===== src/rtl/ita_pkg.sv =====
// Package: shared constants, codes and item types of the integer-to-ASCII formatter.
package ita_pkg;

    // Widest operand width (width code 2)
    localparam int VALUE_WIDTH = 32;
    // Width of the value field on the input item
    localparam int IN_WIDTH    = 32;

    function automatic int max_int(input int a, input int b);
        return (a > b) ? a : b;
    endfunction

    // Decimal digits needed for VALUE_WIDTH bits: floor(VALUE_WIDTH * log10(2)) + 1
    localparam int DEC_DIGITS = (VALUE_WIDTH * 30103) / 100000 + 1;
    localparam int HEX_DIGITS = (VALUE_WIDTH + 3) / 4;
    localparam int BCD_WIDTH  = 4 * DEC_DIGITS;
    localparam int SR_WIDTH   = max_int(max_int(BCD_WIDTH, 4 * HEX_DIGITS), VALUE_WIDTH);
    localparam int MAX_DIGITS = max_int(VALUE_WIDTH, DEC_DIGITS);
    localparam int NDIG_W     = $clog2(MAX_DIGITS + 1);
    localparam int POS_W      = $clog2(MAX_DIGITS);
    localparam int SHIFT_W    = $clog2(SR_WIDTH + 1);
    localparam int NBITS_W    = $clog2(VALUE_WIDTH + 1);

    // Format commands
    localparam logic [2:0] CMD_DEC       = 3'd0;
    localparam logic [2:0] CMD_BIN_TRIM  = 3'd1;
    localparam logic [2:0] CMD_BIN_FULL  = 3'd2;
    localparam logic [2:0] CMD_BIN_GROUP = 3'd3;
    localparam logic [2:0] CMD_HEX_TRIM  = 3'd4;
    localparam logic [2:0] CMD_HEX_FULL  = 3'd5;
    localparam logic [2:0] CMD_HEX_GROUP = 3'd6;
    localparam logic [2:0] CMD_NONE      = 3'd7;

    // Width codes; any other code selects the full width
    localparam logic [1:0] WC_8  = 2'd0;
    localparam logic [1:0] WC_16 = 2'd1;

    // ASCII codes
    localparam logic [7:0] ASC_ZERO  = 8'h30;
    localparam logic [7:0] ASC_A     = 8'h41;
    localparam logic [7:0] ASC_LOW_B = 8'h62;
    localparam logic [7:0] ASC_LOW_X = 8'h78;
    localparam logic [7:0] ASC_SPACE = 8'h20;

    typedef struct packed {
        logic [2:0]          command;
        logic [1:0]          width_code;
        logic [IN_WIDTH-1:0] value;
    } num_item_t;

    typedef struct packed {
        logic [7:0] character;
        logic       last;
    } txt_item_t;

    // Emitter set-up for one number
    typedef struct packed {
        logic              hex;
        logic              trim;
        logic              group;
        logic [NDIG_W-1:0] ndig;
    } emit_cfg_t;

endpackage


===== src/rtl/ita_bcd_conv.sv =====
// Iterative binary-to-BCD converter: one add-3 and shift step per cycle.
module ita_bcd_conv
    import ita_pkg::*;
(
    input  logic                   clk,
    input  logic                   rst_n,
    input  logic                   start,
    input  logic [VALUE_WIDTH-1:0] value,
    input  logic [NBITS_W-1:0]     align,
    input  logic [NBITS_W-1:0]     nbits,
    output logic                   busy,
    output logic                   done,
    output logic [BCD_WIDTH-1:0]   bcd
);

    logic [VALUE_WIDTH-1:0] src_reg, src_next;
    logic [BCD_WIDTH-1:0]   bcd_reg, bcd_next;
    logic [NBITS_W-1:0]     cnt_reg, cnt_next;
    logic                   busy_reg, busy_next;
    logic                   done_reg, done_next;
    logic [BCD_WIDTH-1:0]   bcd_adj;

    // Add 3 to every BCD digit of 5 or more
    function automatic logic [BCD_WIDTH-1:0] adjust(input logic [BCD_WIDTH-1:0] b);
        logic [BCD_WIDTH-1:0] r;
        r = b;
        for (int i = 0; i < DEC_DIGITS; i++) begin
            if (b[4*i +: 4] >= 4'd5)
            begin
                r[4*i +: 4] = b[4*i +: 4] + 4'd3;
            end
        end
        return r;
    endfunction

    assign bcd_adj = adjust(bcd_reg);

    // Load, then shift one source bit into the BCD register per cycle
    always_comb
    begin
        src_next  = src_reg;
        bcd_next  = bcd_reg;
        cnt_next  = cnt_reg;
        busy_next = busy_reg;
        done_next = 1'b0;
        if (start)
        begin
            src_next  = value << align;
            bcd_next  = '0;
            cnt_next  = nbits;
            busy_next = 1'b1;
        end
        else if (busy_reg)
        begin
            bcd_next = {bcd_adj[BCD_WIDTH-2:0], src_reg[VALUE_WIDTH-1]};
            src_next = src_reg << 1;
            cnt_next = cnt_reg - 1'b1;
            if (cnt_reg == NBITS_W'(1))
            begin
                busy_next = 1'b0;
                done_next = 1'b1;
            end
        end
    end

    // Hold control state
    always_ff @(posedge clk or negedge rst_n)
    begin
        if (!rst_n)
        begin
            busy_reg <= 1'b0;
            done_reg <= 1'b0;
            cnt_reg  <= '0;
        end
        else
        begin
            busy_reg <= busy_next;
            done_reg <= done_next;
            cnt_reg  <= cnt_next;
        end
    end

    // Hold data path
    always_ff @(posedge clk)
    begin
        src_reg <= src_next;
        bcd_reg <= bcd_next;
    end

    assign busy = busy_reg;
    assign done = done_reg;
    assign bcd  = bcd_reg;

endmodule


===== src/rtl/ita_emitter.sv =====
// Character sequencer: walks a digit shift register and drives the output item register.
module ita_emitter
    import ita_pkg::*;
(
    input  logic                clk,
    input  logic                rst_n,
    input  logic                start,
    input  emit_cfg_t           cfg,
    input  logic [SR_WIDTH-1:0] digits,
    output logic                busy,
    output logic                txt_valid,
    input  logic                txt_stall,
    output txt_item_t           txt_item
);

    typedef enum logic [2:0] {
        E_IDLE,
        E_PFX0,
        E_PFX1,
        E_PFX2,
        E_DIGIT,
        E_SPACE
    } emit_state_t;

    emit_state_t         state_reg, state_next;
    logic [SR_WIDTH-1:0] sr_reg, sr_next;
    logic [POS_W-1:0]    pos_reg, pos_next;
    logic                hex_reg, hex_next;
    logic                group_reg, group_next;
    logic                started_reg, started_next;
    logic                valid_reg, valid_next;
    txt_item_t           item_reg, item_next;

    logic                slot_free;
    logic [3:0]          digit;
    logic [7:0]          digit_char;
    logic [SHIFT_W-1:0]  used_bits;
    logic [SHIFT_W-1:0]  shamt;
    logic                space_after;
    logic [SR_WIDTH-1:0] sr_shifted;

    // Output slot can take a new item when empty or being drained
    assign slot_free = !valid_reg || !txt_stall;

    // Current most significant digit
    assign digit      = hex_reg ? sr_reg[SR_WIDTH-1 -: 4] : {3'b000, sr_reg[SR_WIDTH-1]};
    assign digit_char = (digit < 4'd10) ? (ASC_ZERO + {4'b0000, digit})
                                        : (ASC_A + {4'b0000, digit} - 8'd10);
    assign sr_shifted = hex_reg ? (sr_reg << 4) : (sr_reg << 1);

    // Align the top digit to the register's top
    assign used_bits = cfg.hex ? SHIFT_W'({cfg.ndig, 2'b00}) : SHIFT_W'(cfg.ndig);
    assign shamt     = SHIFT_W'(SR_WIDTH) - used_bits;

    // Space after each group of 2 hex digits or 4 bits, not after the last
    assign space_after = group_reg && (pos_reg != '0) &&
                         (hex_reg ? (pos_reg[0] == 1'b0) : (pos_reg[1:0] == 2'b00));

    always_comb
    begin
        state_next   = state_reg;
        sr_next      = sr_reg;
        pos_next     = pos_reg;
        hex_next     = hex_reg;
        group_next   = group_reg;
        started_next = started_reg;
        item_next    = item_reg;
        valid_next   = valid_reg && txt_stall;

        unique case (state_reg)
            E_IDLE:
            begin
                if (start)
                begin
                    sr_next      = digits << shamt;
                    pos_next     = POS_W'(cfg.ndig - 1'b1);
                    hex_next     = cfg.hex;
                    group_next   = cfg.group;
                    started_next = !cfg.trim;
                    state_next   = cfg.group ? E_PFX0 : E_DIGIT;
                end
            end
            E_PFX0:
            begin
                if (slot_free)
                begin
                    item_next  = '{character: ASC_ZERO, last: 1'b0};
                    valid_next = 1'b1;
                    state_next = E_PFX1;
                end
            end
            E_PFX1:
            begin
                if (slot_free)
                begin
                    item_next  = '{character: (hex_reg ? ASC_LOW_X : ASC_LOW_B), last: 1'b0};
                    valid_next = 1'b1;
                    state_next = E_PFX2;
                end
            end
            E_PFX2:
            begin
                if (slot_free)
                begin
                    item_next  = '{character: ASC_SPACE, last: 1'b0};
                    valid_next = 1'b1;
                    state_next = E_DIGIT;
                end
            end
            E_DIGIT:
            begin
                // Drop leading zeros, keep the lowest digit
                if (!started_reg && (digit == 4'd0) && (pos_reg != '0))
                begin
                    sr_next  = sr_shifted;
                    pos_next = pos_reg - 1'b1;
                end
                else if (slot_free)
                begin
                    item_next    = '{character: digit_char, last: (pos_reg == '0)};
                    valid_next   = 1'b1;
                    started_next = 1'b1;
                    sr_next      = sr_shifted;
                    if (pos_reg == '0)
                    begin
                        state_next = E_IDLE;
                    end
                    else
                    begin
                        pos_next   = pos_reg - 1'b1;
                        state_next = space_after ? E_SPACE : E_DIGIT;
                    end
                end
            end
            E_SPACE:
            begin
                if (slot_free)
                begin
                    item_next  = '{character: ASC_SPACE, last: 1'b0};
                    valid_next = 1'b1;
                    state_next = E_DIGIT;
                end
            end
            default:
            begin
                state_next = E_IDLE;
            end
        endcase
    end

    // Hold state and registered outputs
    always_ff @(posedge clk or negedge rst_n)
    begin
        if (!rst_n)
        begin
            state_reg   <= E_IDLE;
            valid_reg   <= 1'b0;
            pos_reg     <= '0;
            hex_reg     <= 1'b0;
            group_reg   <= 1'b0;
            started_reg <= 1'b0;
        end
        else
        begin
            state_reg   <= state_next;
            valid_reg   <= valid_next;
            pos_reg     <= pos_next;
            hex_reg     <= hex_next;
            group_reg   <= group_next;
            started_reg <= started_next;
        end
    end

    // Hold payload
    always_ff @(posedge clk)
    begin
        sr_reg   <= sr_next;
        item_reg <= item_next;
    end

    assign busy      = (state_reg != E_IDLE);
    assign txt_valid = valid_reg;
    assign txt_item  = item_reg;

endmodule


===== src/rtl/integer_to_ascii_formatter.sv =====
// Top level: formats an unsigned number as ASCII decimal, binary or hex characters.
//
// Input channel num_*: one item carries a command, a width code and a value.
// It is accepted when num_valid is high and num_stall low. num_stall stays
// high while a number is being converted or its characters sent.
// Output channel txt_*: one item per character, most significant first,
// with last set on the final character. Command 7 gives no characters.
// Binary and hex: characters leave at one per cycle while txt_stall is low,
// after the emitter is set up; each dropped leading zero is shifted out
// with no character. Decimal first runs the add-3/shift converter, one
// operand bit (8, 16 or 32) per cycle, then sends digits the same way,
// skipping leading zeros.
// The character output is registered: when txt_stall is high the current
// item holds and the sequencer waits; no character is lost.
// Reset clears the sequencer and the output valid; the block then accepts
// a number at once.
module integer_to_ascii_formatter
    import ita_pkg::*;
(
    input  logic      clk,
    input  logic      rst_n,
    input  logic      num_valid,
    output logic      num_stall,
    input  num_item_t num_item,
    output logic      txt_valid,
    input  logic      txt_stall,
    output txt_item_t txt_item
);

    typedef enum logic [1:0] {
        S_IDLE,
        S_CONV,
        S_EMIT
    } top_state_t;

    top_state_t             state_reg, state_next;

    logic                   accept;
    logic [VALUE_WIDTH-1:0] value_ext;
    logic [VALUE_WIDTH-1:0] mask;
    logic [VALUE_WIDTH-1:0] masked;
    logic [NBITS_W-1:0]     nbits;
    logic [NBITS_W-1:0]     align;
    logic [NBITS_W:0]       nbits_rnd;
    emit_cfg_t              radix_cfg;
    emit_cfg_t              dec_cfg;
    emit_cfg_t              emit_cfg;
    logic                   is_dec;
    logic                   is_none;

    logic                   conv_start;
    logic                   conv_busy;
    logic                   conv_done;
    logic [BCD_WIDTH-1:0]   bcd;

    logic                   emit_start;
    logic                   emit_busy;
    logic [SR_WIDTH-1:0]    emit_digits;

    assign num_stall = (state_reg != S_IDLE);
    assign accept    = num_valid && !num_stall;

    // Decode operand width and mask the value
    assign value_ext = VALUE_WIDTH'(num_item.value);
    always_comb
    begin
        unique case (num_item.width_code)
            WC_8:
            begin
                nbits = NBITS_W'(8);
                mask  = VALUE_WIDTH'(8'hFF);
            end
            WC_16:
            begin
                nbits = NBITS_W'(16);
                mask  = VALUE_WIDTH'(16'hFFFF);
            end
            default:
            begin
                nbits = NBITS_W'(VALUE_WIDTH);
                mask  = '1;
            end
        endcase
    end
    assign masked    = value_ext & mask;
    assign align     = NBITS_W'(VALUE_WIDTH) - nbits;
    assign nbits_rnd = {1'b0, nbits} + (NBITS_W + 1)'(3);

    // Decode command
    assign is_dec  = (num_item.command == CMD_DEC);
    assign is_none = (num_item.command == CMD_NONE);
    assign radix_cfg.hex   = (num_item.command == CMD_HEX_TRIM) ||
                             (num_item.command == CMD_HEX_FULL) ||
                             (num_item.command == CMD_HEX_GROUP);
    assign radix_cfg.trim  = (num_item.command == CMD_BIN_TRIM) ||
                             (num_item.command == CMD_HEX_TRIM);
    assign radix_cfg.group = (num_item.command == CMD_BIN_GROUP) ||
                             (num_item.command == CMD_HEX_GROUP);
    assign radix_cfg.ndig  = radix_cfg.hex ? NDIG_W'(nbits_rnd >> 2) : NDIG_W'(nbits);

    // Decimal prints the BCD digits as trimmed hex
    assign dec_cfg = '{hex: 1'b1, trim: 1'b1, group: 1'b0, ndig: NDIG_W'(DEC_DIGITS)};

    // Start the converter or the emitter
    assign conv_start  = accept && is_dec;
    assign emit_start  = (accept && !is_dec && !is_none) || ((state_reg == S_CONV) && conv_done);
    assign emit_cfg    = (state_reg == S_CONV) ? dec_cfg : radix_cfg;
    assign emit_digits = (state_reg == S_CONV) ? SR_WIDTH'(bcd) : SR_WIDTH'(masked);

    always_comb
    begin
        state_next = state_reg;
        unique case (state_reg)
            S_IDLE:
            begin
                if (accept && is_dec)
                begin
                    state_next = S_CONV;
                end
                else if (accept && !is_none)
                begin
                    state_next = S_EMIT;
                end
            end
            S_CONV:
            begin
                if (conv_done)
                begin
                    state_next = S_EMIT;
                end
            end
            S_EMIT:
            begin
                if (!emit_busy)
                begin
                    state_next = S_IDLE;
                end
            end
            default:
            begin
                state_next = S_IDLE;
            end
        endcase
    end

    // Hold sequencer state
    always_ff @(posedge clk or negedge rst_n)
    begin
        if (!rst_n)
        begin
            state_reg <= S_IDLE;
        end
        else
        begin
            state_reg <= state_next;
        end
    end

    ita_bcd_conv u_bcd_conv (
        .clk   (clk),
        .rst_n (rst_n),
        .start (conv_start),
        .value (masked),
        .align (align),
        .nbits (nbits),
        .busy  (conv_busy),
        .done  (conv_done),
        .bcd   (bcd)
    );

    ita_emitter u_emitter (
        .clk       (clk),
        .rst_n     (rst_n),
        .start     (emit_start),
        .cfg       (emit_cfg),
        .digits    (emit_digits),
        .busy      (emit_busy),
        .txt_valid (txt_valid),
        .txt_stall (txt_stall),
        .txt_item  (txt_item)
    );

    // A number that makes characters blocks the input on the next cycle
    a_busy_after_accept: assert property (@(posedge clk) disable iff (!rst_n)
        accept && !is_none |=> num_stall)
        else $error("input not stalled after accepting a number");

    // Converter and emitter never work at the same time
    a_units_exclusive: assert property (@(posedge clk) disable iff (!rst_n)
        !(conv_busy && emit_busy))
        else $error("converter and emitter busy together");

    // The emitter is only started when idle
    a_start_when_idle: assert property (@(posedge clk) disable iff (!rst_n)
        emit_start |-> !emit_busy)
        else $error("emitter started while busy");

endmodule


===== config.mk =====
export PLATFORM = sky130hd
export DESIGN_NAME = integer_to_ascii_formatter
export DESIGN_NICKNAME = d
export VERILOG_FILES = /design/src/rtl/ita_pkg.sv /design/src/rtl/ita_bcd_conv.sv /design/src/rtl/ita_emitter.sv /design/src/rtl/integer_to_ascii_formatter.sv
export SDC_FILE = /design/constraint.sdc
export NUM_CORES = 1
export LEC_CHECK = 0
export ABC_CLOCK_PERIOD_IN_PS = 6300
export BUFFER_PORTS_ARGS = -buffer_cell sky130_fd_sc_hd__buf_2
export CAP_MARGIN = 30
export CELL_PAD_IN_SITES_DETAIL_PLACEMENT = 1
export CELL_PAD_IN_SITES_GLOBAL_PLACEMENT = 2
export CORE_MARGIN = 2
export CORE_UTILIZATION = 35
export CTS_CLUSTER_SIZE = 25
export DETAILED_ROUTE_END_ITERATION = 7
export PLACE_DENSITY = 0.71
export SYNTH_ARGS = -nofsm -noshare
export SYNTH_HDL_FRONTEND = slang
export SYNTH_SLANG_ARGS = --single-unit

===== constraint.sdc =====
create_clock -name clk -period 6.3 [get_ports clk]
set_input_delay 0.315 -clock clk [delete_from_list [all_inputs] [get_ports clk]]
set_output_delay 0.315 -clock clk [all_outputs]
set_load 0.02 [all_outputs]

==> results of run 1 <==
==> cells by family (layout without fill, tap and decap cells) <==
family / after synthesis / after routing / share of synthesized area
AOI/OAI and AO/OA: 296 / 296 / 0.1988
xor gates and xnor gates: 20 / 20 / 0.01875
adders and majority gates: 27 / 27 / 0.03617
buffers and inverters: 98 / 123 / 0.04608
DFF: 142 / 142 / 0.4019
muxes: 97 / 97 / 0.1131
other: 2 / 3 / 0.0008041
and+or+nand+nor: 372 / 372 / 0.1845
==> per-layer routing <==
metal,GRT usage,up-vias
li1,-,3892
met1,0.3423,4107
met2,0.3628,209
met3,0.03073,26
met4,0.05898,0
met5,0,-
==> synth_stat cells, types with 6 or more instances <==
| master | n |
|---|---|
| nand2_1 | 131 |
| nand3_1 | 52 |
| nand2b_1 | 16 |
| nor3b_1 | 11 |
| ha_1 | 27 |
| and2_1 | 8 |
| a221oi_1 | 7 |
| a31oi_1 | 11 |
| o22ai_1 | 15 |
| buf_1 | 9 |
| mux2i_1 | 77 |
| buf_2 | 20 |
| a211oi_1 | 14 |
| and3_1 | 6 |
| clkbuf_1 | 36 |
| inv_1 | 26 |
| edfxtp_1 | 80 |
| a22oi_1 | 11 |
| dfxtp_1 | 40 |
| o21ai_0 | 85 |
| a21oi_1 | 85 |
| mux2_2 | 14 |
| o211ai_1 | 7 |
| xnor2_1 | 15 |
| nor2_1 | 106 |
| nor2b_1 | 6 |
| dfrtp_1 | 22 |
| nor3_1 | 13 |
==> per-stage QoR <==
stage	worst slack, ns	power [mW]
floorplan	2.945	3.842
finish	3.320	5.718
detailed placement	3.336	4.630
global placement	3.263	4.574
CTS	3.284	5.735
global route	3.017	6.155
==> critical path, stage by stage, from the launching register on <==
cell and delay, ns:
dfrtp_1 0.65, or3b_2 0.48, buf_4 0.29, o21ai_0 0.31, ha_1 0.35, nand3_1 0.13, o21ai_0 0.29, mux2i_1 0.23
o21ai_0 0.09
==> power breakdown <==
| group | switching (mW) | internal, mW |
|---|---|---|
| clock | 0.513 | 0.576 |
| sequential | 0.424 | 1.60 |
| combinational | 1.59 | 1.01 |
==> area by class of cell <==
type / count / area (sq um) / area share
clock buffer: 17 / 425.4 / 0.04076
clock inverter: 15 / 190.2 / 0.01822
inverter: 27 / 101.3 / 0.009711
multi-input combinational: 815 / 5174 / 0.4957
sequential: 142 / 3756 / 0.3599
tap: 335 / 419.2 / 0.04016
timing repair buffer: 64 / 370.4 / 0.03549
==> final timing paths <==
check | start | endpoint | slack (ns) | cells past startpoint
max | u_emitter.state_reg[2] | u_emitter.pos_reg[4] | 3.32 | 8
min | txt_stall | u_emitter.txt_valid | 0.18 | 3
max reg2reg | u_emitter.state_reg[2] | u_emitter.pos_reg[4] | 3.32 | 8
min reg2reg | u_bcd_conv.bcd[39] | u_bcd_conv.bcd[39] | 0.50 | 2
max in group asynchronous | rst_n | u_emitter.hex_reg | 5.46 | 2
min in group asynchronous | rst_n | u_bcd_conv.cnt_reg[0] | 0.40 | 2
==> timing repair <==
item | CTS | global route
setup buffers | 0 | 0
hold buffers | 1 | 0
hold endpoints to repair | 22 | 0
==> results.md, run 1 <==
- DP Area: 9811 sq um
- Initial antenna violation count: 0
- #FFs+latches synth: ~140
- Most common cell after layout, fill and taps aside: nand2_1
- Vias in the first global route: around 8,100
- I/O pins: 52
- VDD IR-drop max: around 190 uV
- Final hold slack: between 0.15 and 0.2 ns
- Total global routing overflow: 0
- Cell taking the most area after synthesis: edfxtp_1
- CTS sink cnt: about 140
- Highest metal used: met4
- CTS HTree Levels: 4
- Worst-Skew Late Latency: between 0.4 and 0.5 ns
- Antenna Cells: 0
- Number of port buffers: 50
- CP arrival: approximately 3.3 ns
- DP HPWL: roughly 23,000 microns
- Fin crit period: just under 3 ns
- Top-area cell type share of the netlist area: 0.2572
- Vias: approximately 8,200
- Rows: just under 60
- GRT Overall Usage: 0.2332
- Status: finished, violations left
- Commonest non-fill, non-tap cells in the layout: 131 x nand2_1, 106 x nor2_1, 85 x a21oi_1
- Period utilization: 0.4731
- Top post-synthesis cells by area: edfxtp_1 26%, dfxtp_1 8.6%, mux2i_1 8.3%
- Core area: 26,130 sq um
- Final net count: approximately 1,100
- WL met2: 14,650 microns
- DRT iter0 DRCs: around 640
- Critical path required time: around 6.6 ns
- Starting Density: 0.3574
- P_leak: around 4.3 nW
- Antenna-violating nets left: 0
- Clock transition at path regs: 0.08 ns
- Synth async-reset ratio: 0.1549
- Slew headroom: 0.3863
- RSZ-0062 raised after global routing: no
- Final slew viol count: 0
- Crit start category: flop
- Setup TNS: 0 ns
- Number of buffers created by CTS: 17
- Largest net degree at the start of global routing: between 70 and 80
- # fillers: around 3,100
- First-pass GRT wire length: ~50,000 microns
- MaxCap Viol Count: 0
- Syn avg cell area: 8.862 sq um
- Detailed Route WL: roughly 32,000 microns
- Worst Max-Slew Pin Slew: 0.9109 ns
- Final Setup Violations: 0
- Syn Std Cell Area: roughly 9300 sq um
- Cells after Synth: 1,054
- FMAX: about 340 MHz
- GP Congestion: just under 0.9
- WL per Instance: 22.89 microns
- Final Util: 0.3994
- Die Y: roughly 170 microns
- Crit end category: flop
- CTS Root Cell: clkbuf_16
- Synth-to-layout area growth: 11.74%
- Worst Clk Skew: between 0.015 and 0.02 ns
- Sequential-to-total area share from yosys stat: 0.4019
- # resized after CTS: 0
- Layout cells sized above 1: 0.1269
- Post-synth EDFFs: 80
- Failing checks: DRC
- Routed length on met1: ~16,000 microns
- Routed wl met3: roughly 1500 microns
- Drt pass-1 iters: 7
- DRC Markers: 2
- Hold Path Class: input pin to flop
- Cells after DPL: 1,382
- Clock tree buffer depth: 2
- CP Class: flop to flop
- CTS tree: built
- Most frequently used flop master after synthesis: edfxtp_1
- Final hold viol count: 0
- Non-filler cells, final: ~1,400
- YS warnings: 0
- Post-route cell area: 10,440 sq um
- Drt via density: ~5.8
- Chip width: 167.4 microns
- Die area: between 20,000 and 30,000 sq um
- Worst-path maximum fanout: 47
- Synth cell types: 80
- PwrDens: about 550 nW/um^2
No activity file was read; power rests on OpenSTA's default activity.
==> run 2, diff against run 1 <==
ABC_AREA = 1   (was not set)
ABC_CLOCK_PERIOD_IN_PS = 2600   (was 6300)
CORE_UTILIZATION = 32   (was 35)
PLACE_DENSITY = 0.73   (was 0.71)
clock period = 2.6 ns   (was 6.3 ns; I/O delays follow)
==> results.md, run 2 <==
- Synth-to-layout area growth: 13.19% (was 11.74%)
- Non-filler cells, final: 1,743 (was 1,415)
- Cells after DPL: 1,710 (was 1,382)
- Post-Synth Adder-Cell Area: 0.03596 (was 0.03617)
- Top-area cell type share of the netlist area: 0.2557 (was 0.2572)
- Fin crit period: 2.302 ns (was 2.980 ns)
- Post-Synth Simple-Gate Area: 0.2961 (was 0.1845)
- Final hold slack: 0.1143 ns (was 0.1798 ns)
- Top post-synthesis cells by area: edfxtp_1 26%, nand2_1 18%, dfxtp_1 8.5% (was edfxtp_1 26%, dfxtp_1 8.6%, mux2i_1 8.3%)
- Rows: 62 (was 59)
- Worst-path maximum fanout: 43 (was 47)
- RSZ-0062 raised after global routing: no (unchanged)
- Worst Path Buf+Inv: 2 (was 1)
- Antenna Cells: 0 (unchanged)
- VDD IR-drop max: 1030 uV (was 193.3 uV)
- PwrDens: 1332 nW/um^2 (was 547.9 nW/um^2)
- Clock tree buffer depth: 2 (unchanged)
- GRT Overall Usage: 0.2271 (was 0.2332)
- Sequential-to-total area share from yosys stat: 0.3996 (was 0.4019)
- Initial antenna violation count: 0 (unchanged)
- Syn Std Cell Area: 9394 sq um (was 9340 sq um)
- Drt via density: 5.190 (was 5.819)
- Number of buffers created by CTS: 17 (unchanged)
- Chip width: 175.3 microns (was 167.4 microns)
- Most used standard cell by instance count after synthesis: nand2_1 (unchanged)
- Main combinational cell family by area after synthesis: simple AND/OR/NAND/NOR gates (was compound AO/OA/AOI/OAI gates)
- Most frequently used flop master after synthesis: edfxtp_1 (unchanged)
- Post-synth EDFFs: 80 (unchanged)
- CP most frequent cell: nand2_1 (was o21ai_0)
- Synth Area in Compound Gates: 0.1576 (was 0.1988)
- Final hold viol count: 0 (unchanged)
- Cells after Synth: 1,318 (was 1,054)
- YS warnings: 0 (unchanged)
- Vias in the first global route: 9,108 (was 8,147)
- Slowest cell on the critical path: dfrtp_1 (unchanged)
- Crit start category: flop (unchanged)
- Most common cell after layout, fill and taps aside: nand2_1 (unchanged)
- Multiplexer area fraction after synthesis: 0 (was 0.1131)
- # fillers: 3,634 (was 3,091)
- WL per Instance: 19.34 microns (was 22.89 microns)
- Total power: 14.16 mW (was 5.718 mW)
- Die area: 30,740 sq um (was 28,010 sq um)
- Worst path top cell family by delay: simple AND/OR/NAND/NOR gates (was compound AO/OA/AOI/OAI gates)
- Seq. cell area: 3755 sq um (was 3756 sq um)
- Number of port buffers: 50 (unchanged)
- Antenna-violating nets left: 0 (unchanged)
- Slew headroom: 0.4211 (was 0.3863)
- Drt pass-1 iters: 5 (was 7)
- Largest net degree at the start of global routing: 65 (was 75)
- Post-CTS setup repair buffer count: 0 (unchanged)
- Final Setup Violations: 0 (unchanged)
- GP Congestion: 0.9032 (was 0.8708)
- Total global routing overflow: 0 (unchanged)
- Synth cell types: 43 (was 80)
- Syn avg cell area: 7.127 sq um (was 8.862 sq um)
- Status: finished, final reports clean (was finished, violations left)
- Starting Density: 0.3264 (was 0.3574)
- Multi-input logic area: 4762 sq um (was 5174 sq um)
- CP Class: flop to flop (unchanged)
- Period utilization: 0.8853 (was 0.4731)
- Critical path's largest stage delay: 0.42 ns (was 0.65 ns)
- First-pass GRT wire length: 53,640 microns (was 50,080 microns)
- Clock transition at path regs: 0.07 ns (was 0.08 ns)
- Vias: 9,046 (was 8,234)
- MaxCap Viol Count: 0 (unchanged)
- P_leak: 5.031 nW (was 4.300 nW)
- CTS tree: built (unchanged)
- Commonest non-fill, non-tap cells in the layout: 442 x nand2_1, 141 x nand3_1, 134 x inv_1 (was 131 x nand2_1, 106 x nor2_1, 85 x a21oi_1)
- Synth async-reset ratio: 0.1549 (unchanged)
- Setup TNS: 0 ns (unchanged)
- Worst-Skew Late Latency: 0.43 ns (was 0.45 ns)
- Core area: 28,780 sq um (was 26,130 sq um)
- Hold Path Class: input pin to flop (unchanged)
- Worst Clk Skew: 0.009186 ns (was 0.01526 ns)
- Detailed Route WL: 33,700 microns (was 32,390 microns)
- CTS HTree Levels: 4 (unchanged)
- CP arrival: 2.61 ns (was 3.28 ns)
- Layout cells sized above 1: 0.09934 (was 0.1269)
- CTS sink cnt: 142 (unchanged)
- Cell taking the most area after synthesis: edfxtp_1 (unchanged)
- CTS Root Cell: clkbuf_16 (unchanged)
- Critical path required time: 2.91 ns (was 6.60 ns)
- DRT iter0 DRCs: 558 (was 637)
- Post-synth top cells: 442 x nand2_1, 141 x nand3_1, 135 x inv_1, 114 x o21ai_0, 80 x edfxtp_1 (was 131 x nand2_1, 106 x nor2_1, 85 x a21oi_1, 85 x o21ai_0, 80 x edfxtp_1)
- I/O pins: 52 (unchanged)
- #FFs+latches synth: 142 (unchanged)
- Crit end category: flop (unchanged)
- Final slew viol count: 0 (unchanged)
- FMAX: 434.5 MHz (was 335.5 MHz)
- Final Util: 0.3694 (was 0.3994)
- Final net count: 1,414 (was 1,135)
- Die Y: 175.3 microns (was 167.4 microns)
- XOR/XNOR share of the synthesized area: 0.01399 (was 0.01875)
- Worst Max-Slew Pin Slew: 0.8671 ns (was 0.9109 ns)
- DP HPWL: 25,340 microns (was 23,080 microns)
- Worst path cell trace: inv_2 > nand2_2 > buf_12 > nand2_1 > o21ai_1 > nor2_1 > nand2_1 > o21ai_0 > nand2_1 > nand2_1 (was or3b_2 > buf_4 > o21ai_0 > ha_1 > nand3_1 > o21ai_0 > mux2i_1 > o21ai_0)
- DRC Markers: 0 (was 2)
[run 2: cell types whose count changed after synthesis, sizes merged, moves of 15 or more]
cell,previous run,this run
nand3,52,141
nand2,132,448
o21ai,89,130
a211oi,15,0
mux2i,77,0
nor2,108,67
nand2b,17,0
a21oi,86,44
inv,27,143
mux2,15,0
[run 2: repair_timing]
action | in CTS | in global routing
resized for setup | 0 | 2
endpoints found under the setup margin | 0 | 1
hold buffers | 1 | 0
endpoints found under the hold margin | 22 | 0
[run 2: final cells by class]
cell class,instances,share of cell area
inverter,143,0.05095
timing repair buffer,74,0.04660
multi-input combinational,968,0.4479
tap,384,0.04519
clock inverter,15,0.01624
clock buffer,17,0.04001
sequential,142,0.3531
[run 2: power by group]
part	total [mW]	leakage [nW]	switching (mW)	internal, mW
clock network	2.59	0.285	1.14	1.45
registers	4.66	1.41	0.679	3.98
logic	6.91	3.34	4.69	2.23
[run 2: logic make-up after synthesis]
logic type                 count (synthesis)
xor gates and xnor gates                  15
AOI/OAI and AO/OA                        256
adders and majority gates                 27
other                                      2
and+or+nand+nor                          667
DFF                                      142
buffers and inverters                    209
[run 2: worst min-delay path, delay by kind of cell]
kind / cells / cell delay, ns
AND/OR/NAND/NOR: 1 / 0.07
AO/OA/AOI/OAI: 1 / 0.15
buffers and inverters: 1 / 0.08
[run 2: path summary, 6_finish.rpt]
| check | endpoint | depth (start not counted) | startpoint | slack [ns] |
|---|---|---|---|---|
| worst min-delay path | u_bcd_conv.src_reg[26] | 3 | num_item[26] | 0.11 |
| min in group asynchronous | u_bcd_conv.cnt_reg[0] | 2 | rst_n | 0.23 |
| worst max register to register | u_emitter.sr_reg[33] | 10 | state_reg[1] | 0.30 |
| max in group asynchronous | state_reg[0] | 2 | rst_n | 1.92 |
| worst max-delay path | u_emitter.sr_reg[33] | 10 | state_reg[1] | 0.30 |
| worst min register to register | u_emitter.group_reg | 2 | u_emitter.group_reg | 0.51 |
[run 2: per-layer routing]
layer | vias to the layer above | wire length, microns | global-route usage
li1 | 4444 | - | -
met1 | 4437 | 16670 | 0.3253
met2 | 141 | 15570 | 0.3643
met3 | 24 | 892 | 0.02706
met4 | 0 | 569 | 0.05590
met5 | - | 0 | 0
[run 2: through the flow]
| stage | area [sq um] | worst slack [ns] |
|---|---|---|
| after floorplan | 9414 | 0.07110 |
| after global placement | 10020 | 0.2707 |
| after detailed placement | 10020 | 0.2440 |
| after CTS | 10630 | 0.2108 |
| after global routing | 10630 | 0.09854 |
| final | 10630 | 0.2984 |
==> run 3, diff against run 2 <==
SETUP_SLACK_MARGIN = 0.5   (was not set)
==> results.md, run 3 (synthesis gave the netlist of run 2 again) <==
- Status: finished, final reports clean (unchanged)
- Final net count: 1,443 (was 1,414)
- GRT Overall Usage: 0.2281 (was 0.2271)
- Drt pass-1 iters: 5 (unchanged)
- Worst Path Buf+Inv: 3 (was 2)
- DRC Markers: 0 (unchanged)
- Worst Clk Skew: 0.01359 ns (was 0.009186 ns)
- CTS sink cnt: 142 (unchanged)
- # fillers: 3,626 (was 3,634)
- Die Y: 175.3 microns (unchanged)
- Clock share of power: 0.171 (was 0.183)
- Hold Path Class: input pin to flop (unchanged)
- DP HPWL: 25,810 microns (was 25,340 microns)
- Chip width: 175.3 microns (unchanged)
- Slowest cell on the critical path: dfrtp_2 (was dfrtp_1)
- Final Setup Violations: 0 (unchanged)
- Worst path cell trace: nor2_2 > nor2_1 > inv_1 > ha_2 > nand3_2 > nor2_4 > nand2_2 > a31oi_4 > buf_12 > clkbuf_16 (was inv_2 > nand2_2 > buf_12 > nand2_1 > o21ai_1 > nor2_1 > nand2_1 > o21ai_0 > nand2_1 > nand2_1)
- Crit end category: flop (unchanged)
- GP Congestion: 0.8708 (was 0.9032)
- Worst path top cell family by delay: flip-flops (was simple AND/OR/NAND/NOR gates)
- CTS Root Cell: clkbuf_16 (unchanged)
- CTS tree: built (unchanged)
- CP Launch Point: u_emitter.hex_reg (was state_reg[1])
- Layout cells sized above 1: 0.1369 (was 0.09934)
- Period utilization: 0.7911 (was 0.8853)
- Commonest non-fill, non-tap cells in the layout: 435 x nand2_1, 135 x nand3_1, 132 x inv_1 (was 442 x nand2_1, 141 x nand3_1, 134 x inv_1)
- CP arrival: 2.21 ns (was 2.61 ns)
- DP Area: 10,060 sq um (was 10,020 sq um)
- DRT iter0 DRCs: 626 (was 558)
- Initial antenna violation count: 0 (unchanged)
- Vias: 9,105 (was 9,046)
- Total global routing overflow: 0 (unchanged)
- Synth-to-layout area growth: 18.17% (was 13.19%)
- Slew headroom: 0.5600 (was 0.4211)
- FMAX: 486.2 MHz (was 434.5 MHz)
- Starting Density: 0.3264 (unchanged)
- Most common cell after layout, fill and taps aside: nand2_1 (unchanged)
- I/O pins: 52 (unchanged)
- Final hold slack: 0.1264 ns (was 0.1143 ns)
- Number of port buffers: 50 (unchanged)
- Worst-Skew Late Latency: 0.44 ns (was 0.43 ns)
- Internal: 8.180 mW (was 7.655 mW)
- Final hold viol count: 0 (unchanged)
- Worst Max-Slew Pin Slew: 0.6601 ns (was 0.8671 ns)
- Die area: 30,740 sq um (unchanged)
- Share of power burned in registers: 0.314 (was 0.329)
- Setup TNS: 0 ns (unchanged)
- RSZ-0062 raised after global routing: yes (was no)
- Post-route cell area: 11,100 sq um (was 10,630 sq um)
- First-pass GRT wire length: 53,590 microns (was 53,640 microns)
- Switch share: 0.4559 (was 0.4593)
- Combinational share of power: 0.514 (was 0.488)
- Largest net degree at the start of global routing: 41 (was 65)
- Clock transition at path regs: 0.07 ns (about the same)
- P_leak: 5.251 nW (was 5.031 nW)
- CP Class: flop to flop (unchanged)
- Clock tree buffer depth: 2 (unchanged)
- MaxCap Viol Count: 0 (unchanged)
- Hold wc startpoint: num_item[24] (was num_item[26])
- Worst-path maximum fanout: 10 (was 43)
- Antenna-violating nets left: 0 (unchanged)
- Vias in the first global route: 9,214 (was 9,108)
- Critical path's largest stage delay: 0.45 ns (was 0.42 ns)
- PwrDens: 1354 nW/um^2 (was 1332 nW/um^2)
- Antenna Cells: 0 (unchanged)
- Final slew viol count: 0 (unchanged)
- WL per Instance: 19.52 microns (was 19.34 microns)
- Crit start category: flop (unchanged)
- Core area: 28,780 sq um (unchanged)
- Detailed Route WL: 34,590 microns (was 33,700 microns)
- Rows: 62 (unchanged)
- Number of buffers created by CTS: 17 (unchanged)
- Critical path required time: 2.75 ns (was 2.91 ns)
- CTS HTree Levels: 4 (unchanged)
- Net Sw Power: 6.855 mW (was 6.504 mW)
- VDD IR-drop max: 609.9 uV (was 1030 uV)
- Drt via density: 5.138 (was 5.190)
- Fin crit period: 2.057 ns (was 2.302 ns)
- Worst flop-to-flop path startpoint: u_emitter.hex_reg (was state_reg[1])
==> run 3: worst register-to-register path: cells and delay by family, from the launching register on <==
kind                     cells  cell delay [ns]
buffers and inverters        3             0.44
AO/OA/AOI/OAI                1             0.24
AND/OR/NAND/NOR              5             0.45
adder cells (fa/ha/maj)      1             0.18
flip-flops                   1             0.45
==> run 3: repair_timing <==
action | in CTS | in global routing
setup endpoints to repair | 100 | 141
buffers inserted | 1 | 18
hold buffers | 1 | 0
resized for setup | 18 | 20
gates cloned | 1 | 4
pin swaps | 1 | 5
hold endpoints to repair | 22 | 0
==> run 3: final timing paths <==
path,slack (ns),endpoint,depth (start not counted)
setup / recovery,0.54,u_emitter.sr_reg[15],10
hold / removal,0.13,u_bcd_conv.src_reg[24],3
setup reg to reg,0.54,u_emitter.sr_reg[15],10
hold reg to reg,0.50,u_emitter.group_reg,2
max in group asynchronous,1.88,u_emitter.hex_reg,2
min in group asynchronous,0.24,u_bcd_conv.cnt_reg[0],2
==> run 3: area by class of cell <==
class                      instances  area (sq um)  area share
sequential                       142          3757      0.3385
clock buffer                      18         450.4     0.04058
timing repair buffer             103         829.5     0.07473
tap                              384         480.5     0.04328
inverter                         143         551.8     0.04971
clock inverter                    14         143.9     0.01296
multi-input combinational        968          4887      0.4403
==> run 3: power by group through the flow <==
| stage | Sequential [mW] | Combinational (mW) | Clock, mW |
|---|---|---|---|
| 5_1_grt | 4.86 | 8.70 | 2.71 |
| 2_1_floorplan | 4.55 | 4.94 | 0 |
| 3_3_place_gp | 4.72 | 6.81 | 0 |
| 6_report | 4.73 | 7.74 | 2.57 |
| 4_1_cts | 4.73 | 7.13 | 2.62 |
| 3_5_place_dp | 4.76 | 6.91 | 0 |
==> run 3: routing by layer <==
layer / routed length, microns / global-route usage / vias to the layer above
met1: 16300 / 0.3144 / 4428
met3: 1347 / 0.03593 / 20
met4: 440 / 0.04271 / 0
met5: 0 / 0 / -
met2: 16510 / 0.3804 / 156
li1: - / - / 4501
==> run 3: per-stage QoR <==
step           power (mW)  utilization  setup slack [ns]  cells
5_1_grt             16.27       0.3857            0.4408   1772
6_report            15.04       0.3857            0.5431   1772
2_1_floorplan       9.492            -            0.1647   1319
4_1_cts             14.48       0.3737            0.4927   1750
3_5_place_dp        11.66       0.3494            0.2938   1715
3_3_place_gp        11.53       0.3494            0.3368   1715
